<file path="src/hdl/spce_div_pipe.sv">
`timescale 1ns / 1ps
// ----------------------------------------------------------------------------
// spce_div_pipe
// Restoring divider, one quotient bit per register stage, with sideband.
// The upper DIVIDEND_W-QUOT_W bits of the dividend must be below the divisor.
// ----------------------------------------------------------------------------
module spce_div_pipe #(
    parameter int DIVIDEND_W = 36,
    parameter int DIVISOR_W  = 16,
    parameter int QUOT_W     = 20,
    parameter int SIDE_W     = 8
) (
    input  logic                  aclk,
    input  logic                  aresetn,
    input  logic                  en,
    input  logic                  in_valid,
    input  logic [DIVIDEND_W-1:0] dividend,
    input  logic [DIVISOR_W-1:0]  divisor,
    input  logic [SIDE_W-1:0]     side_in,
    output logic                  out_valid,
    output logic [QUOT_W-1:0]     quotient,
    output logic [SIDE_W-1:0]     side_out
);

    localparam int W = DIVISOR_W + QUOT_W;

    logic              valid_reg [0:QUOT_W-1];
    logic [W-1:0]      w_reg     [0:QUOT_W-1];
    logic [SIDE_W-1:0] side_reg  [0:QUOT_W-1];

    // Shift in one dividend bit, subtract the divisor where it fits
    function automatic logic [W-1:0] div_step(input logic [W-1:0] w,
                                              input logic [DIVISOR_W-1:0] d);
        logic [W:0]         sh;
        logic [DIVISOR_W:0] top;
        logic               qbit;
        sh   = {w, 1'b0};
        top  = sh[W:QUOT_W];
        qbit = (top >= {1'b0, d});
        if (qbit) begin
            top = top - {1'b0, d};
        end
        return {top[DIVISOR_W-1:0], sh[QUOT_W-1:1], qbit};
    endfunction

    for (genvar i = 0; i < QUOT_W; i++) begin : g_stage
        logic              v_src;
        logic [W-1:0]      w_src;
        logic [SIDE_W-1:0] s_src;

        if (i == 0) begin : g_first
            assign v_src = in_valid;
            assign w_src = W'(dividend);
            assign s_src = side_in;
        end else begin : g_rest
            assign v_src = valid_reg[i-1];
            assign w_src = w_reg[i-1];
            assign s_src = side_reg[i-1];
        end

        always_ff @(posedge aclk) begin
            if (!aresetn) begin
                valid_reg[i] <= 1'b0;
            end else if (en) begin
                valid_reg[i] <= v_src;
            end
        end

        always_ff @(posedge aclk) begin
            if (en) begin
                w_reg[i]    <= div_step(w_src, divisor);
                side_reg[i] <= s_src;
            end
        end
    end

    assign out_valid = valid_reg[QUOT_W-1];
    assign quotient  = w_reg[QUOT_W-1][QUOT_W-1:0];
    assign side_out  = side_reg[QUOT_W-1];

endmodule

</file>
<file path="config.mk">
export PLATFORM = sky130hd
export DESIGN_NAME = spce_div_pipe
export DESIGN_NICKNAME = d
export VERILOG_FILES = /design/src/hdl/spce_div_pipe.sv
export SDC_FILE = /design/constraint.sdc
export NUM_CORES = 1
export LEC_CHECK = 0
export ABC_AREA = 1
export BUFFER_PORTS_ARGS = -buffer_cell sky130_fd_sc_hd__buf_2
export CAP_MARGIN = 20
export CORE_ASPECT_RATIO = 1.5
export CORE_UTILIZATION = 63
export DETAILED_ROUTE_END_ITERATION = 8
export GPL_TIMING_DRIVEN = 0
export PLACE_DENSITY = 0.8
export SYNTH_ARGS = -nofsm -noshare
export SYNTH_HDL_FRONTEND = slang
export SYNTH_SLANG_ARGS = --single-unit
</file>
<file path="constraint.sdc">
create_clock -name aclk -period 6.09 [get_ports aclk]
set_clock_uncertainty 0.15 [all_clocks]
set_input_delay 1.5225 -clock aclk [delete_from_list [all_inputs] [get_ports aclk]]
set_output_delay 1.5225 -clock aclk [all_outputs]
set_load 0.01 [all_outputs]
</file>
==> run_results.csv, run 1 <==
group,metric,value,unit
clocking,clk_path_buf_depth,3,
logic_synthesis,ys_top_cells_by_count,"2,342 x nand2_1, 952 x inv_1, 883 x edfxtp_1",
power_and_ir_drop,combPwrFrac,0.457,
global_route,grt_pass1_vias,38709,
cells_and_area,post-route-util,0.699,
worst_setup_path,crit_path_max_fanout,11,
worst_setup_path,cp_slowest_cell,"buf_2",
route,drcViolationCount,0,
route,first_pass_iters,8,
floorplanning,rows,128,
logic_synthesis,synth_most_common_cell,"nand2_1",
logic_synthesis,synth-seq-cells,884,
logic_synthesis,yosysTopAreaCellShare,0.512,
route,wirelength,126000,µm
worst_hold_path,worstHoldPathType,"reg -> reg",
logic_synthesis,synth.avg_cell_area,8.64,µm²
logic_synthesis,syn-cell-area,51800,µm²
global_route,grt_max_degree,140,
floorplanning,io_pins,93,
timing,rsz0062_at_grt,"false",
timing,max_slew.worst_pin.slew,1.16,ns
global_route,antenna_found_initial,4,
worst_setup_path,arrival,4.30,ns
clocking,ctsHoldBuffers,0,
timing,max_freq,248,MHz
logic_synthesis,synth.area.top_cells,"edfxtp_1 51%, nand2_1 17%, ha_1 7.7%",
cells_and_area,area_growth,9.82,%
timing,slew_violations,0,
clocking,clock_latency,0.70,ns
clocking,cts-htree-levels,3,
logic_synthesis,synth-seq-area-share,0.512,
timing,fin_crit_sh,0.661,
route,antenna_left,0,
power_and_ir_drop,power.switching,11.4,mW
power_and_ir_drop,p_leak,28.1,nW
timing,timing.final.ws_setup,2.06,ns
clocking,post_cts_buffers,0,
logic_synthesis,syn_nets,6398,
worst_setup_path,path_cells,"buf_2, inv_2, buf_16, ha_1, inv_1, nor2_1, nand2_1, nor2_1, nand2_1, nand2_1, nor2_4, nand2_4, buf_6, nand2_1, nand2_1",
timing,finalCriticalPeriod,4.03,ns
placement,preCtsSetupSlack,1.39,ns
worst_setup_path,critPathRequiredTime,6.36,ns
outcome,outcome,"finished clean",
worst_setup_path,cp_slowest_stage_delay,0.54,ns
logic_synthesis,synth_top_area_cell,"edfxtp_1",
route,num_vias,39640,
clocking,cts.clk_slew.worst_paths,0.07,ns
logic_synthesis,yosysWarnings,0,
placement,gp_congestion,0.961,
clocking,cts_resized,0,
worst_setup_path,crit_path_frequent_cell,"nand2_1",
timing,hold_violations,0,
power_and_ir_drop,clkPwrFrac,0.195,
power_and_ir_drop,p_sw_frac,0.417,
flow_run,drv_cap,0,
placement,port_buffers,92,
power_and_ir_drop,ir_worst_vdd,0.327,mV
cells_and_area,largest_register_ffs,704,
cells_and_area,drive_above_1_share,0.0719,
route,drt_iter0_drc,2677,
floorplanning,core_area,81400,µm²
timing,max_slew_margin,0.225,
clocking,clock-sinks,884,
logic_synthesis,synthFlopType,"edfxtp_1",
global_route,grt-ovfl-total,0,
timing,setup_violations,0,
floorplanning,start_util,0.637,
power_and_ir_drop,powerDensity,481,nW/µm²
power_and_ir_drop,internal_power,15.9,mW
worst_setup_path,end_kind,"register",
logic_synthesis,synthCells,5995,
global_route,grt_pass1_wl,197000,µm
floorplanning,die_x,236,µm
clocking,numCtsBuffers,83,
clocking,cts_tree,"yes",
logic_synthesis,async_flop_share,0,
route,wl_per_cell,17.2,µm
power_and_ir_drop,seqPwrFrac,0.347,
logic_synthesis,synth_cell_type_count,43,
clocking,cts_root_buf,"clkbuf_16",
route,via_per_inst,5.43,
worst_setup_path,crit_type,"in -> reg",
global_route,grtUsageTotal,0.305,
placement,hpwl,91300,µm
floorplanning,die_area,83400,µm²
cells_and_area,fillCellCount,6386,
cells_and_area,layout.nets,6597,
floorplanning,fp.dieH,353,µm
worst_setup_path,critPathLaunchType,"primary input",
logic_synthesis,synth_edf_count,883,
critical path, delay by kind of cell:
kind / cells / cell delay (ns)
adder cells (fa/ha/maj): 1 / 0.35
AND/OR/NAND/NOR: 9 / 0.87
buffers and inverters: 5 / 1.53
layout make-up:
type,count,area [µm²],share of cell area
Inverter,960,3600,0.0633
Timing Repair Buffer,114,971,0.0171
Buffer,70,534,0.00939
Multi-Input combinational cell,4081,21100,0.371
Clock inverter,53,661,0.0116
Antenna cell,2,5.00,0.0000880
Sequential cell,884,26500,0.466
Clock buffer,97,2150,0.0378
Tap cell,1040,1300,0.0229
through the flow:
step | area, µm² | std cells | TNS [ns] | power, mW | hold slack (ns)
final | 56900 | 7301 | 0 | 27.4 | 0.247
after global routing | 56900 | 7301 | 0 | 29.4 | 0.252
after CTS | 56900 | 7299 | 0 | 27.3 | 0.246
after detailed placement | 54100 | 7149 | 0 | 21.9 | 0.255
after global placement | 53600 | 7127 | -8314.28 | 21.7 | 0.250
after floorplan | 51800 | 5995 | 0 | 18.5 | 0.250
worst paths after layout:
path / start / cells after the start / end / slack, ns
min reg2reg: w_reg[2][6]$_DFFE_PP_ / 0 / w_reg[2][43]$_DFFE_PP_ / 0.25
min: w_reg[2][6]$_DFFE_PP_ / 0 / w_reg[2][43]$_DFFE_PP_ / 0.25
max reg2reg: w_reg[2][31]$_DFFE_PP_ / 12 / w_reg[2][65]$_DFFE_PP_ / 3.56
max: divisor[1] / 15 / w_reg[2][65]$_DFFE_PP_ / 2.06
power groups by stage:
stage               registers [mW]  logic [mW]  clock network (mW)
finish                        9.51        12.5                5.34
CTS                           9.49        12.4                5.44
floorplan                     9.14        9.32                   0
global route                  9.59        14.1                5.64
global placement              9.71        12.0                   0
detailed placement            9.59        12.3                   0
cell families (layout without fill, tap and decap cells):
kind of cell    Yosys count  count (layout)  share of synthesized area
simple gates           3405            3405                      0.280
fa+ha+maj               339             339                     0.0846
buf+inv                1030            1294                     0.0799
other cells               0               2                          0
flops                   884             884                      0.512
xor+xnor                118             118                     0.0200
compound gates          219             219                     0.0228
layer usage:
| metal | global-route usage | vias up | part of all wire | wire length [µm] |
|---|---|---|---|---|
| li1 | - | 19853 | - | - |
| met1 | 0.335 | 18085 | 0.37 | 46600 |
| met2 | 0.547 | 1267 | 0.51 | 63700 |
| met3 | 0.0376 | 433 | 0.054 | 6840 |
| met4 | 0.210 | 2 | 0.070 | 8870 |
| met5 | 0 | - | 0.000079 | 10 |
cells in the final DEF, fill, tap and decap left out, types with 89 or more instances in the layout:
cell      count
buf_2       122
edfxtp_1    883
inv_1       937
xor2_1       92
nor2_1      243
a21oi_1     172
nand2_1    2342
ha_1        320
nand3_1     492
nand4_1      89
(Power assumes the default switching activity.)
==> run 2: changes to the inputs <==
--- a/config.mk
+++ b/config.mk
@@ -9,10 +9,10 @@
 export BUFFER_PORTS_ARGS = -buffer_cell sky130_fd_sc_hd__buf_2
 export CAP_MARGIN = 20
 export CORE_ASPECT_RATIO = 1.5
-export CORE_UTILIZATION = 63
+export CORE_UTILIZATION = 58
 export DETAILED_ROUTE_END_ITERATION = 8
 export GPL_TIMING_DRIVEN = 0
-export PLACE_DENSITY = 0.8
+export PLACE_DENSITY = 0.77
 export SYNTH_ARGS = -nofsm -noshare
 export SYNTH_HDL_FRONTEND = slang
 export SYNTH_SLANG_ARGS = --single-unit
==> constraint.sdc (replaced) <==
create_clock -name aclk -period 3.35 [get_ports aclk]
set_clock_uncertainty 0.15 [all_clocks]
set_input_delay 0.8375 -clock aclk [delete_from_list [all_inputs] [get_ports aclk]]
set_output_delay 0.8375 -clock aclk [all_outputs]
set_load 0.01 [all_outputs]
==> run_results.csv, run 2 (synthesis results as in run 1) <==
group,metric,value,unit
worst_hold_path,holdPathStages,1,
timing,slew_violations,0,
global_route,grt_pass1_vias,38220,
floorplanning,fp.dieH,368,µm
clocking,cts_resized,0,
worst_setup_path,critPathRequiredTime,3.60,ns
placement,port_buffers,92,
cells_and_area,mostFrequentLayoutCells,"2,342 x nand2_1, 937 x inv_1, 883 x edfxtp_1, 492 x nand3_1, 320 x ha_1",
timing,max_freq,312,MHz
route,via_per_inst,5.29,
cells_and_area,largest_register_ffs,704,
placement,preCtsSetupSlack,-0.441,ns
clocking,cts_root_buf,"clkbuf_16",
flow_run,drv_cap,0,
power_and_ir_drop,p_leak,28.1,nW
worst_hold_path,hp-start,"side_in[6]",
clocking,cts.clk_slew.worst_paths,0.06,ns
worst_setup_path,cp_slowest_cell,"buf_2",
worst_hold_path,worstHoldPathType,"in -> reg",
cells_and_area,drive_above_1_share,0.0732,
global_route,grt_pass1_wl,195000,µm
floorplanning,die_x,246,µm
floorplanning,rows,133,
clocking,numCtsBuffers,85,
worst_setup_path,critPathLaunchType,"primary input",
clocking,clk_path_buf_depth,3,
route,num_vias,39184,
worst_setup_path,r2r_setup_slack,0.80,ns
power_and_ir_drop,ir_worst_vdd,0.573,mV
timing,max_slew_margin,0.289,
worst_setup_path,reg2regPathDepth,12,
cells_and_area,mostFrequentLayoutCell,"nand2_1",
clocking,post_cts_buffers,0,
global_route,grtUsageTotal,0.279,
global_route,grt_max_degree,139,
global_route,antenna_found_initial,0,
worst_setup_path,regToRegEndpoint,"w_reg[3][59]$_DFFE_PP_",
floorplanning,core_area,88000,µm²
worst_setup_path,r2r_start,"w_reg[3][29]$_DFFE_PP_",
outcome,outcome,"finished clean",
cells_and_area,area_growth,10.1,%
route,antenna_left,0,
worst_setup_path,arrival,3.45,ns
clocking,clock-sinks,884,
timing,hold_violations,0,
route,drt_iter0_drc,2382,
timing,setup_violations,0,
cells_and_area,diodes,0,
route,drcViolationCount,0,
worst_hold_path,hold-path-endpoint,"side_reg[0][6]$_DFFE_PP_",
worst_setup_path,startpoint,"divisor[1]",
global_route,grt-ovfl-total,0,
timing,rsz0062_at_grt,"false",
timing,timing.final.ws_setup,0.149,ns
clocking,cts-htree-levels,3,
cells_and_area,final_cell_area,57100,µm²
timing,fin_crit_sh,0.955,
cells_and_area,layout.nets,6599,
worst_setup_path,end_kind,"register",
worst_setup_path,crit_type,"in -> reg",
clocking,clock_latency,0.70,ns
clocking,ctsHoldBuffers,0,
placement,hpwl,90700,µm
route,wl_per_cell,16.8,µm
floorplanning,die_area,90500,µm²
power_and_ir_drop,powerDensity,871,nW/µm²
worst_setup_path,crit_path_max_fanout,12,
floorplanning,start_util,0.588,
clocking,cts_tree,"yes",
timing,finalCriticalPeriod,3.20,ns
worst_setup_path,crit_path_frequent_cell,"nand3_1",
placement,dpl-instance-area,54200,µm²
route,wirelength,124000,µm
floorplanning,io_pins,93,
timing,max_slew.worst_pin.slew,1.07,ns
worst_setup_path,cp_slowest_stage_delay,0.44,ns
worst_setup_path,path_cells,"buf_2, inv_2, buf_12, ha_1, nand2_1, nor2_1, nand3_1, nand3_1, nand2_2, buf_2, nand3_1, nand2_1",
placement,gp_congestion,0.956,
route,first_pass_iters,7,
## run 2: report_power, final
| part | leakage [nW] | internal (mW) | switching, mW |
|---|---|---|---|
| combinational | 18.0 | 7.87 | 14.8 |
| sequential | 8.70 | 15.7 | 1.59 |
| clock | 1.37 | 5.47 | 4.29 |
| total | 28.1 | 29.0 | 20.6 |
## run 2: area by class of cell
| cell class | instances | area [µm²] |
|---|---|---|
| tap | 1147 | 1440 |
| clock buffer | 93 | 2180 |
| multi-input combinational | 4081 | 21100 |
| fill | 7310 | 31000 |
| sequential | 884 | 26500 |
| timing repair buffer | 114 | 971 |
| inverter | 960 | 3600 |
| clock inverter | 59 | 668 |
| buffer | 70 | 534 |
## run 2: worst max-delay path by stage
stage | to | slack, ns | depth (start not counted)
floorplan | w_reg[0][96]$_DFFE_PP_ | 0.44 | 14
global placement | valid_reg[0][2]$_DFFE_PP_ | -14.38 | 4
detailed placement | w_reg[3][142]$_DFFE_PP_ | -0.44 | 12
CTS | w_reg[3][142]$_DFFE_PP_ | 0.27 | 12
global route | w_reg[3][142]$_DFFE_PP_ | 0.13 | 12
finish | w_reg[3][142]$_DFFE_PP_ | 0.15 | 12
## run 2: layer usage
layer | wire (µm) | track usage | vias to the layer above
met2 | 64400 | 0.511 | 1034
met3 | 6040 | 0.0375 | 355
li1 | - | - | 19852
met4 | 6890 | 0.153 | 0
met1 | 47000 | 0.306 | 17943
met5 | 0 | 0 | -
## run 2: critical path, delay by kind of cell
family	cells	cell delay, ns
AND/OR/NAND/NOR	7	0.90
adder cells (fa/ha/maj)	1	0.35
buffers and inverters	4	1.34
## run 2: stage by stage
stage               total power, mW  TNS [ns]  cells   util  hold WS (ns)
detailed placement             39.8    -70.97   7256  0.616         0.255
global route                   53.5         0   7408  0.648         0.143
global placement               39.6         -   7234  0.610         0.250
floorplan                      33.6         0   5995      -         0.250
CTS                            49.8         0   7408  0.648         0.132
finish                         49.7         0   7408  0.648         0.176
